**src/rtl/rau_pkg.sv**
```systemverilog
`timescale 1ns / 1ps
`default_nettype none

package rau_pkg;

   localparam int OPERAND_WIDTH = 16;
   localparam int NUM_WIDTH     = 33;
   localparam int DEN_WIDTH     = 31;
   localparam int PROD_WIDTH    = 2 * OPERAND_WIDTH;
   localparam int SUM_WIDTH     = PROD_WIDTH + 1;
   localparam int EXT_WIDTH     = (SUM_WIDTH > NUM_WIDTH) ? SUM_WIDTH : NUM_WIDTH;
   localparam int CNT_WIDTH     = $clog2(SUM_WIDTH + 1);

   localparam logic [1:0] FUNC_ADD = 2'd0;
   localparam logic [1:0] FUNC_SUB = 2'd1;
   localparam logic [1:0] FUNC_MUL = 2'd2;
   localparam logic [1:0] FUNC_DIV = 2'd3;

   localparam logic [1:0] STATUS_OK       = 2'd0;
   localparam logic [1:0] STATUS_ZERO_DEN = 2'd1;
   localparam logic [1:0] STATUS_DIV_ZERO = 2'd2;

   typedef struct packed {
      logic [1:0]                      func;
      logic signed [OPERAND_WIDTH-1:0] a_num;
      logic signed [OPERAND_WIDTH-1:0] a_den;
      logic signed [OPERAND_WIDTH-1:0] b_num;
      logic signed [OPERAND_WIDTH-1:0] b_den;
   } req_type;

   typedef struct packed {
      logic signed [NUM_WIDTH-1:0] res_num;
      logic [DEN_WIDTH-1:0]        res_den;
      logic [1:0]                  status;
   } rsp_type;

   typedef enum logic [1:0] {
      MUL_P0,
      MUL_P1,
      MUL_P2
   } mul_sel_type;

   typedef struct packed {
      logic        load;
      logic        mul_en;
      mul_sel_type mul_sel;
      logic        sum_en;
      logic        gcd_pre;
      logic        gcd_step;
      logic        g_load;
      logic        div_step;
      logic        out_load;
   } cmd_type;

   typedef struct packed {
      logic err;
      logic a_zero;
      logic both_even;
   } sts_type;

   function automatic logic [OPERAND_WIDTH-1:0] to_mag(input logic [OPERAND_WIDTH-1:0] raw);
      to_mag = raw[OPERAND_WIDTH-1] ? (OPERAND_WIDTH'(0) - raw) : raw;
   endfunction

endpackage

`default_nettype wire

```
**src/rtl/rational_arithmetic_unit_top.sv**
```systemverilog
`timescale 1ns / 1ps
`default_nettype none

// Channel   Ports                          Direction  Payload
// req       req_valid, req_ready, req_data  in         func, a_num, a_den, b_num, b_den
// rsp       rsp_valid, rsp_ready, rsp_data  out        res_num, res_den, status
//
// One item at a time. An item takes 3 products on one shared multiplier, a
// binary gcd of shift/subtract steps, and a 33-step restoring division (both
// quotients at once).
// Bad denominators and division by zero go straight from S_MUL0 to S_DONE.
// Synchronous reset clears the controller and the result valid.
// A new item is taken while an earlier result waits in the output register;
// a finished item holds in the last state until that register is free.

module rational_arithmetic_unit_top (
   input  wire              clock,
   input  wire              reset,
   input  wire              req_valid,
   output logic             req_ready,
   input  wire rau_pkg::req_type req_data,
   output logic             rsp_valid,
   input  wire              rsp_ready,
   output rau_pkg::rsp_type rsp_data
);
   import rau_pkg::*;

   cmd_type cmd;
   sts_type sts;

   rau_ctrl u_ctrl (
      .clock     (clock),
      .reset     (reset),
      .req_valid (req_valid),
      .req_ready (req_ready),
      .rsp_valid (rsp_valid),
      .rsp_ready (rsp_ready),
      .sts       (sts),
      .cmd       (cmd)
   );

   rau_dp u_dp (
      .clock    (clock),
      .req_data (req_data),
      .cmd      (cmd),
      .sts      (sts),
      .rsp_data (rsp_data)
   );

endmodule

`default_nettype wire

```
**src/rtl/rau_dp.sv**
```systemverilog
`timescale 1ns / 1ps
`default_nettype none

module rau_dp (
   input  wire              clock,
   input  wire rau_pkg::req_type req_data,
   input  wire rau_pkg::cmd_type cmd,
   output rau_pkg::sts_type sts,
   output rau_pkg::rsp_type rsp_data
);
   import rau_pkg::*;

   logic [1:0]               func_ff;
   logic [OPERAND_WIDTH-1:0] an_ff, ad_ff, bn_ff, bd_ff;
   logic [PROD_WIDTH-1:0]    p0_ff, p1_ff, p2_ff;
   logic [SUM_WIDTH-1:0]     ga_ff, gb_ff, gd_ff;
   logic [CNT_WIDTH-1:0]     k_ff;
   logic [SUM_WIDTH-1:0]     nq_ff, dq_ff, nr_ff, dr_ff;
   logic                     n_neg_ff, d_neg_ff;
   rsp_type                  rsp_ff;

   logic [OPERAND_WIDTH-1:0] an_mag, ad_mag, bn_mag, bd_mag;
   logic                     an_neg, ad_neg, bn_neg, bd_neg;
   logic [OPERAND_WIDTH-1:0] mx, my;
   logic [PROD_WIDTH-1:0]    prod;
   logic                     p0_neg, p1_neg, p2_neg;
   logic [SUM_WIDTH-1:0]     s0, s1, n_mag_in;
   logic                     n_neg_in;
   logic [SUM_WIDTH:0]       nt, dt, gx;
   logic [1:0]               status;
   logic                     res_neg;
   logic [EXT_WIDTH-1:0]     num_ext, num_sgn;
   rsp_type                  rsp_in;

   assign an_mag = to_mag(an_ff);
   assign ad_mag = to_mag(ad_ff);
   assign bn_mag = to_mag(bn_ff);
   assign bd_mag = to_mag(bd_ff);
   assign an_neg = an_ff[OPERAND_WIDTH-1];
   assign ad_neg = ad_ff[OPERAND_WIDTH-1];
   assign bn_neg = bn_ff[OPERAND_WIDTH-1];
   assign bd_neg = bd_ff[OPERAND_WIDTH-1];

   always_comb begin
      case (cmd.mul_sel)
         MUL_P0: begin
            mx = an_mag;
            my = (func_ff == FUNC_MUL) ? bn_mag : bd_mag;
         end
         MUL_P1: begin
            mx = bn_mag;
            my = ad_mag;
         end
         MUL_P2: begin
            mx = ad_mag;
            my = (func_ff == FUNC_DIV) ? bn_mag : bd_mag;
         end
         default: begin
            mx = an_mag;
            my = bd_mag;
         end
      endcase
   end

   assign prod = PROD_WIDTH'(mx) * PROD_WIDTH'(my);

   assign p0_neg = an_neg ^ ((func_ff == FUNC_MUL) ? bn_neg : bd_neg);
   assign p1_neg = bn_neg ^ ad_neg ^ (func_ff == FUNC_SUB);
   assign p2_neg = ad_neg ^ ((func_ff == FUNC_DIV) ? bn_neg : bd_neg);

   assign s0 = SUM_WIDTH'(p0_ff);
   assign s1 = SUM_WIDTH'(p1_ff);

   always_comb begin
      n_mag_in = s0;
      n_neg_in = p0_neg;
      if (func_ff == FUNC_ADD || func_ff == FUNC_SUB) begin
         if (p0_neg == p1_neg) begin
            n_mag_in = s0 + s1;
         end else if (s0 >= s1) begin
            n_mag_in = s0 - s1;
         end else begin
            n_mag_in = s1 - s0;
            n_neg_in = p1_neg;
         end
      end
   end

   assign gx = {1'b0, gd_ff};
   assign nt = {nr_ff, nq_ff[SUM_WIDTH-1]};
   assign dt = {dr_ff, dq_ff[SUM_WIDTH-1]};

   always_comb begin
      if (ad_ff == '0 || bd_ff == '0) begin
         status = STATUS_ZERO_DEN;
      end else if (func_ff == FUNC_DIV && bn_ff == '0) begin
         status = STATUS_DIV_ZERO;
      end else begin
         status = STATUS_OK;
      end
   end

   assign sts.err       = (status != STATUS_OK);
   assign sts.a_zero    = (ga_ff == '0);
   assign sts.both_even = !ga_ff[0] && !gb_ff[0];

   assign res_neg = (n_neg_ff != d_neg_ff) && (nq_ff != '0);
   assign num_ext = EXT_WIDTH'(nq_ff);
   assign num_sgn = res_neg ? (EXT_WIDTH'(0) - num_ext) : num_ext;

   always_comb begin
      rsp_in.status = status;
      if (status == STATUS_OK) begin
         rsp_in.res_num = num_sgn[NUM_WIDTH-1:0];
         rsp_in.res_den = DEN_WIDTH'(dq_ff);
      end else begin
         rsp_in.res_num = '0;
         rsp_in.res_den = '0;
      end
   end

   always_ff @(posedge clock) begin
      if (cmd.load) begin
         func_ff <= req_data.func;
         an_ff   <= req_data.a_num;
         ad_ff   <= req_data.a_den;
         bn_ff   <= req_data.b_num;
         bd_ff   <= req_data.b_den;
      end
      if (cmd.mul_en) begin
         case (cmd.mul_sel)
            MUL_P0:  p0_ff <= prod;
            MUL_P1:  p1_ff <= prod;
            MUL_P2:  p2_ff <= prod;
            default: p0_ff <= prod;
         endcase
      end
      if (cmd.sum_en) begin
         ga_ff    <= n_mag_in;
         gb_ff    <= SUM_WIDTH'(p2_ff);
         k_ff     <= '0;
         nq_ff    <= n_mag_in;
         dq_ff    <= SUM_WIDTH'(p2_ff);
         n_neg_ff <= n_neg_in;
         d_neg_ff <= p2_neg;
      end
      if (cmd.gcd_pre) begin
         ga_ff <= ga_ff >> 1;
         gb_ff <= gb_ff >> 1;
         k_ff  <= k_ff + 1'b1;
      end
      if (cmd.gcd_step) begin
         if (!ga_ff[0]) begin
            ga_ff <= ga_ff >> 1;
         end else if (!gb_ff[0]) begin
            gb_ff <= gb_ff >> 1;
         end else if (ga_ff >= gb_ff) begin
            ga_ff <= (ga_ff - gb_ff) >> 1;
         end else begin
            gb_ff <= (gb_ff - ga_ff) >> 1;
         end
      end
      if (cmd.g_load) begin
         gd_ff <= gb_ff << k_ff;
         nr_ff <= '0;
         dr_ff <= '0;
      end
      if (cmd.div_step) begin
         if (nt >= gx) begin
            nr_ff <= SUM_WIDTH'(nt - gx);
            nq_ff <= {nq_ff[SUM_WIDTH-2:0], 1'b1};
         end else begin
            nr_ff <= SUM_WIDTH'(nt);
            nq_ff <= {nq_ff[SUM_WIDTH-2:0], 1'b0};
         end
         if (dt >= gx) begin
            dr_ff <= SUM_WIDTH'(dt - gx);
            dq_ff <= {dq_ff[SUM_WIDTH-2:0], 1'b1};
         end else begin
            dr_ff <= SUM_WIDTH'(dt);
            dq_ff <= {dq_ff[SUM_WIDTH-2:0], 1'b0};
         end
      end
      if (cmd.out_load) begin
         rsp_ff <= rsp_in;
      end
   end

   assign rsp_data = rsp_ff;

endmodule

`default_nettype wire

```
**src/rtl/rau_ctrl.sv**
```systemverilog
`timescale 1ns / 1ps
`default_nettype none

module rau_ctrl (
   input  wire              clock,
   input  wire              reset,
   input  wire              req_valid,
   output logic             req_ready,
   output logic             rsp_valid,
   input  wire              rsp_ready,
   input  wire rau_pkg::sts_type sts,
   output rau_pkg::cmd_type cmd
);
   import rau_pkg::*;

   typedef enum logic [3:0] {
      S_IDLE,
      S_MUL0,
      S_MUL1,
      S_MUL2,
      S_SUM,
      S_PRE,
      S_RUN,
      S_GLOAD,
      S_DIV,
      S_DONE
   } state_type;

   state_type            state_ff, state_in;
   logic [CNT_WIDTH-1:0] cnt_ff, cnt_in;
   logic                 rsp_valid_ff, rsp_valid_in;

   always_comb begin
      state_in     = state_ff;
      cnt_in       = cnt_ff;
      rsp_valid_in = rsp_valid_ff && !rsp_ready;
      cmd          = '0;
      cmd.mul_sel  = MUL_P0;
      case (state_ff)
         S_IDLE: begin
            if (req_valid) begin
               cmd.load = 1'b1;
               state_in = S_MUL0;
            end
         end
         S_MUL0: begin
            if (sts.err) begin
               state_in = S_DONE;
            end else begin
               cmd.mul_en = 1'b1;
               state_in   = S_MUL1;
            end
         end
         S_MUL1: begin
            cmd.mul_en  = 1'b1;
            cmd.mul_sel = MUL_P1;
            state_in    = S_MUL2;
         end
         S_MUL2: begin
            cmd.mul_en  = 1'b1;
            cmd.mul_sel = MUL_P2;
            state_in    = S_SUM;
         end
         S_SUM: begin
            cmd.sum_en = 1'b1;
            state_in   = S_PRE;
         end
         S_PRE: begin
            if (sts.a_zero) begin
               state_in = S_GLOAD;
            end else if (sts.both_even) begin
               cmd.gcd_pre = 1'b1;
            end else begin
               state_in = S_RUN;
            end
         end
         S_RUN: begin
            if (sts.a_zero) begin
               state_in = S_GLOAD;
            end else begin
               cmd.gcd_step = 1'b1;
            end
         end
         S_GLOAD: begin
            cmd.g_load = 1'b1;
            cnt_in     = CNT_WIDTH'(SUM_WIDTH);
            state_in   = S_DIV;
         end
         S_DIV: begin
            cmd.div_step = 1'b1;
            cnt_in       = cnt_ff - 1'b1;
            if (cnt_ff == CNT_WIDTH'(1)) begin
               state_in = S_DONE;
            end
         end
         S_DONE: begin
            if (!rsp_valid_ff || rsp_ready) begin
               cmd.out_load = 1'b1;
               rsp_valid_in = 1'b1;
               state_in     = S_IDLE;
            end
         end
         default: begin
            state_in = S_IDLE;
         end
      endcase
   end

   always_ff @(posedge clock) begin
      if (reset) begin
         state_ff     <= S_IDLE;
         cnt_ff       <= '0;
         rsp_valid_ff <= 1'b0;
      end else begin
         state_ff     <= state_in;
         cnt_ff       <= cnt_in;
         rsp_valid_ff <= rsp_valid_in;
      end
   end

   assign req_ready = (state_ff == S_IDLE);
   assign rsp_valid = rsp_valid_ff;

endmodule

`default_nettype wire

```
**config.mk**
```make
export PLATFORM = sky130hd
export DESIGN_NAME = rational_arithmetic_unit_top
export DESIGN_NICKNAME = d
export VERILOG_FILES = /design/src/rtl/rau_pkg.sv /design/src/rtl/rational_arithmetic_unit_top.sv /design/src/rtl/rau_dp.sv /design/src/rtl/rau_ctrl.sv
export SDC_FILE = /design/constraint.sdc
export NUM_CORES = 2
export LEC_CHECK = 0
export BUFFER_PORTS_ARGS = -buffer_cell sky130_fd_sc_hd__buf_2
export CAP_MARGIN = 20
export CORE_MARGIN = 2
export CORE_UTILIZATION = 55
export CTS_BUF_LIST = sky130_fd_sc_hd__clkbuf_16
export DETAILED_ROUTE_END_ITERATION = 16
export PLACE_DENSITY_LB_ADDON = 0.3
export SLEW_MARGIN = 5
export SYNTH_ARGS = -nofsm -noshare
export SYNTH_HDL_FRONTEND = slang
export SYNTH_HIERARCHICAL = 1
export SYNTH_SLANG_ARGS = --single-unit
```
**constraint.sdc**
```tcl
create_clock -name clock -period 10.23 [get_ports clock]
set_clock_uncertainty 0.15 [all_clocks]
set_input_delay 1.5345 -clock clock [delete_from_list [all_inputs] [get_ports clock]]
set_output_delay 1.5345 -clock clock [all_outputs]
set_load 0.02 [all_outputs]
```
# After elaboration in Yosys (flattened, before gate mapping)
# Index checks and enable logic that the tools add are counted.
# totals
latch_bits	0
output_inout_bits	68
reg_bits	478
ram_bits	0
mem_bits_ro	0
inputBits	70
n_memories	0
# classes
n_shift	1
n_mul	1
order_cmp	4
eq_ne	22
n_mux	70
reduce_logical	31
div	0
bitwise	5
add_sub_neg	14
# ops
operator	count
33-bit two-way mux	25
33-bit subtractor	4
16-bit two-way mux	6
34-bit by 33-bit greater-or-equal comparator with 1-bit output	2
32-bit by 32-bit subtractor with 33-bit output	2
1-bit by 16-bit subtractor with 16-bit output (first input constant)	4
16-bit logical NOT	3
16-bit case mux with 3 select lines	1
4-bit case mux with 10 select lines	1
32-bit by 32-bit adder with 33-bit output	1
33-bit greater-or-equal comparator	1
33-bit logical NOT	1
33-bit nonzero test	1
33-bit by 6-bit << shifter with 33-bit output	1
1-bit by 33-bit subtractor with 33-bit output (first input constant)	1
32-bit greater-or-equal comparator	1
16-bit by 16-bit multiplier with 32-bit output	1
16-bit case mux with 2 select lines	1
4-bit two-way mux	7
1-bit two-way mux	22
4-bit by 3-bit == test with 1-bit output (second input constant)	4
6-bit two-way mux	2
6-bit case mux with 2 select lines	1
2-bit nonzero test	5
other kinds (26)	50

# Longest topological paths before layout
# logic_depth
ltp_word	12
depth_mapped	36

# Modules after synthesis
# The synthesis kept the hierarchy.
# modules_own_cells
mod	area_per_inst_um2	cells_each	n_inst	seq_area_each_um2
rau_dp	43067.6	4804	1	13362.8
rau_ctrl	744.5	92	1	220.2

# Worst setup path before layout
# OpenSTA, ideal clock, no wires.
# synth_timing
path_type	register to register
from	reg u_ctrl.state_ff[1]
to	reg u_dp.p0_ff[30] (data pin)
t_arrival_ns	8.102
path_slack_ns	1.709
n_path_buf	5
period_less_slack_ns	8.521
path_stages_with_launch	35
cell_sequence	dfxtp_1 > buf_6 > clkbuf_1 > nand2_1 > nor3_1 > ha_1 > clkbuf_1 > mux2i_1 > nor2_1 > clkbuf_1 > a22oi_1 > o22ai_1 > clkbuf_1 > nand2_1 > fa_1 > fa_1 > fa_1 > inv_1 > fa_1 > fa_1 > inv_1 > fa_1 > inv_1 > ha_1 > a21o_1 > a21o_1 > a21oi_1 > nor3b_1 > a21oi_1 > a311oi_1 > a21oi_1 > a311oi_1 > a21oi_1 > o21bai_1 > xor2_1
# synth_rtl
item	line_no	source
start, declared	rau_ctrl.sv:29	state_type state_ff, state_in;
start signal, assigned	rau_ctrl.sv:115	state_ff <= state_in;
end signal, assigned	rau_dp.sv:132	MUL_P0: p0_ff <= prod;
end signal, assigned	rau_dp.sv:135	default: p0_ff <= prod;
end, declared	rau_dp.sv:15	logic [PROD_WIDTH-1:0] p0_ff, p1_ff, p2_ff;

# Final worst setup path
# layout_timing
from	reg u_dp.ad_ff[4]
to	reg u_dp.p0_ff[30] (data pin)
# layout_between
elab_chain_len	4
word_cells_on_any_way	5
classes_between	add/sub: 1; mul: 1; mux: 3
# layout_rtl
item	line_no	source
start, declared	rau_dp.sv:14	logic [OPERAND_WIDTH-1:0] an_ff, ad_ff, bn_ff, bd_ff;
start signal, assigned	rau_dp.sv:126	ad_ff <= req_data.a_den;
1-bit by 16-bit subtractor with 16-bit output	rau_pkg.sv:62	to_mag = raw[OPERAND_WIDTH-1] ? (OPERAND_WIDTH'(0) - raw) : raw;
16-bit two-way mux (*)	rau_pkg.sv:62	
16-bit case mux with 3 select lines or 16-bit case mux with 2 select lines (tied branches)	rau_dp.sv:45	case (cmd.mul_sel)
16-bit by 16-bit multiplier with 32-bit output (*)	rau_dp.sv:65	assign prod = PROD_WIDTH'(mx) * PROD_WIDTH'(my);
net u_dp.prod[30]	rau_dp.sv:25	logic [PROD_WIDTH-1:0] prod;
# Mark *: on every way through the listed nets, which the timed path passes. The rest lies on a longest branch.
# A chain may end at the register's enable or synchronous reset.

==> summary.md <==
| Metric | Value |
|---|---|
| Run status | `complete, no violations` |
| Number of global-route vias before repair | `36010` |
| FF-to-FF setup slack | `0.58 ns` |
| Max frequency | `0.1036 GHz` |
| Number of flops mapped to enable cells by yosys | `401` |
| Max clock buf depth | `3` |
| Worst Hold Class | `register to register` |
| Die width | `286.2 um` |
| Synth cell types | `99` |
| Asr flop ratio synth | `0` |
| WP data arrival | `9.95 ns` |
| Synth warn | `6` |
| Wirelength per Cell | `23.47 um` |
| CTS resizes | `0` |
| Routed WL | `140900 um` |
| Fillers | `6915` |
| CP top delay family | `adder cells` |
| Die area | `0.08193 mm^2` |
| Unrepaired setup endpoints after global routing | `false` |
| Total track usage | `0.3383` |
| Critical R2R Launch | `u_dp/ad_ff[4]` |
| Clock-pin slew on the worst setup and hold paths | `0.06 ns` |
| ANT nets after route | `0` |
| Nets@finish | `5525` |
| Hold worst-path end | `u_ctrl/cnt_ff[5]` |
| Initial DRT Pass Iterations | `8` |
| H-tree Lvls | `2` |
| CTS Root Cell | `clkbuf_16` |
| Synth Net Count | `5512` |
| Hold path start | `u_ctrl/cnt_ff[5]` |
| Max stage delay on crit path | `0.91 ns` |
| Core region area | `0.07887 mm^2` |
| TritonCTS clock tree | `yes` |
| WP data required | `10.53 ns` |
| Initial cell density of the core | `0.5555` |
| Max Slew Vio Count | `0` |
| Synth Area per Inst | `8.949 um^2` |
| Cells after synthesis | `4896` |
| Routed vias/inst | `6.331` |
| Reg2Reg Depth | `29` |
| CP endpoint kind | `register` |
| DP Wirelength | `108800 um` |
| Ports | `138` |
| CP Launch Type | `register` |
| Via Count | `38010` |
| Worst path bufs/invs | `3` |
| Tmin final | `9.651 ns` |
| Die Span Y | `286.2 um` |
| Ys flop type | `edfxtp_1` |
| First-pass GRT wire length | `213800 um` |
| Setup-failing EPs final | `0` |
| Hold depth | `1` |
| Hold Buf Count CTS | `0` |
| Clock Latency Late Sink | `0.64 ns` |
| Sequential fraction of the synthesis area | `0.3100` |
| Final hold vios | `0` |
| Final TNS setup | `0 ns` |
| Slowest library cell on the worst path | `a21oi_1` |
| Crit-path most repeated cell | `fa_1` |
| Tightest Pin Transition | `1.216 ns` |
| Area Growth Syn to Fin | `7.748%` |
| Tcrit/Tclk final | `0.9434` |
| Share of layout cells above drive strength 1 | `0.08502` |
| Crit Path Class | `register to register` |
| Initial drt markers | `4456` |
| DRC Markers | `0` |
| Largest net degree at the start of global routing | `70` |
| Port bufs | `137` |
| Max Cap Viol | `0` |
| Row count | `103` |
| GP Congestion | `1.008` |
| Initial antenna violation count | `5` |
| Setup Buffers After CTS | `0` |
| Crit-path max FO | `10` |
| Remaining global-route overflow | `0` |
| Synth Register Bits | `478` |
| Slew Limit Headroom | `0.1804` |
| Cts bufs inserted | `52` |
| Clock Sinks | `478` |
| Synth Cell Area | `0.04381 mm^2` |
| Reg2reg end | `u_dp/p0_ff[30]` |
-- per-layer routing --
layer / track usage / up-vias / routed length (um)
met1: 0.4692 / 18340 / 57780
li1: - / 17370 / -
met2: 0.5093 / 1935 / 60630
met4: 0.1607 / 4 / 7482
met5: 0 / - / 30
met3: 0.06685 / 360 / 14940
-- Yosys cell counts, types with 38 or more instances --
cell type  instances  area [um^2]
nor2_1           489         1836
inv_1            457         1715
nand2_1          430         1614
edfxtp_1         401        12040
a21oi_1          367         1837
ha_1             345         4317
o21ai_0          231         1156
fa_1             201         4024
clkbuf_1         182        683.2
xnor2_1          152         1331
xor2_1           103        902.1
mux2i_1           98        980.9
a21o_1            91        683.2
nand3_1           91        455.4
nor3_1            87        435.4
dfxtp_1           77         1541
nand2b_1          69        431.7
and2_1            68        425.4
o22ai_1           55        344.1
nor2b_1           54        337.8
a31oi_1           51        319.1
o31ai_1           51        382.9
mux2_2            47        529.3
a22oi_1           46        345.3
o21bai_1          46        345.3
a211oi_1          39        292.8
nand4_1           39        244.0
nor4_1            38        237.7
-- cell type report --
| cell class | count | area, um^2 | area share |
|---|---|---|---|
| timing repair buffer | 206 | 1204 | 0.02550 |
| inverter | 464 | 1743 | 0.03692 |
| multi-input combinational | 3707 | 27550 | 0.5836 |
| clock buffer | 53 | 1326 | 0.02810 |
| tap | 1050 | 1314 | 0.02783 |
| clock inverter | 44 | 483.0 | 0.01023 |
| antenna | 1 | 2.502 | 0.00005301 |
| sequential | 478 | 13580 | 0.2877 |
-- logic make-up after synthesis --
kind of cell             share of synthesized area
AND/OR/NAND/NOR                             0.1580
adder cells (fa/ha/maj)                     0.1904
multiplexers                               0.04329
AO/OA/AOI/OAI                               0.1846
XOR/XNOR                                   0.05098
flip-flops                                  0.3100
buffers and inverters                      0.06271
-- worst max path at each step --
stage | from | end | slack [ns] | cells after the start
detailed placement | u_dp/ad_ff[4] | u_dp/p0_ff[30] | 0.76 | 29
global placement | u_ctrl/state_ff[0] | u_dp/p0_ff[31] | 1.03 | 29
global route | u_dp/ad_ff[4] | u_dp/p0_ff[30] | 0.01 | 29
finish | u_dp/ad_ff[4] | u_dp/p0_ff[30] | 0.58 | 29
floorplan | u_ctrl/state_ff[1] | u_dp/p0_ff[30] | 1.71 | 34
CTS | u_dp/ad_ff[4] | u_dp/p2_ff[30] | 0.71 | 29
-- state kept, by name, summed over array words and instances, names as in the netlist, 2 cells and up --
signal,cells
u_dp/rsp_data,66
u_dp/dq_ff,33
u_dp/dr_ff,33
u_dp/ga_ff,33
u_dp/gb_ff,33
u_dp/gd_ff,33
u_dp/nq_ff,33
u_dp/nr_ff,33
u_dp/p0_ff,32
u_dp/p1_ff,32
u_dp/p2_ff,32
u_dp/ad_ff,16
u_dp/an_ff,16
u_dp/bd_ff,16
u_dp/bn_ff,16
u_ctrl/cnt_ff,6
u_dp/k_ff,6
u_ctrl/state_ff,4
u_dp/func_ff,2
-- per-stage QoR --
| stage | instances | util | worst slack, ns | hold slack [ns] | area (um^2) |
|---|---|---|---|---|---|
| finish | 6003 | 0.5985 | 0.5793 | 0.3652 | 47210 |
| global route | 6002 | 0.5985 | 0.01318 | 0.3791 | 47200 |
| CTS | 6000 | 0.5983 | 0.7099 | 0.3572 | 47190 |
| detailed placement | 5903 | 0.5754 | 0.7615 | 0.3326 | 45380 |
| global placement | 5902 | 0.5753 | 1.034 | 0.3227 | 45370 |
| floorplan | 4896 | - | 1.709 | 0.3059 | 43810 |
-- layout by cell type, fill, tap and decap left out, types with 85 or more instances in the layout --
cell type / instances
ha_1: 345
mux2i_1: 98
edfxtp_1: 401
nand2_1: 429
nor2_1: 488
nand3_1: 91
a21o_1: 91
buf_2: 137
inv_1: 461
xnor2_1: 151
xor2_1: 102
nor3_1: 85
o21ai_0: 230
fa_1: 201
a21oi_1: 367
Power is not shown: default switching activity piles up to over one toggle a cycle in this logic, so the estimate is an artifact.
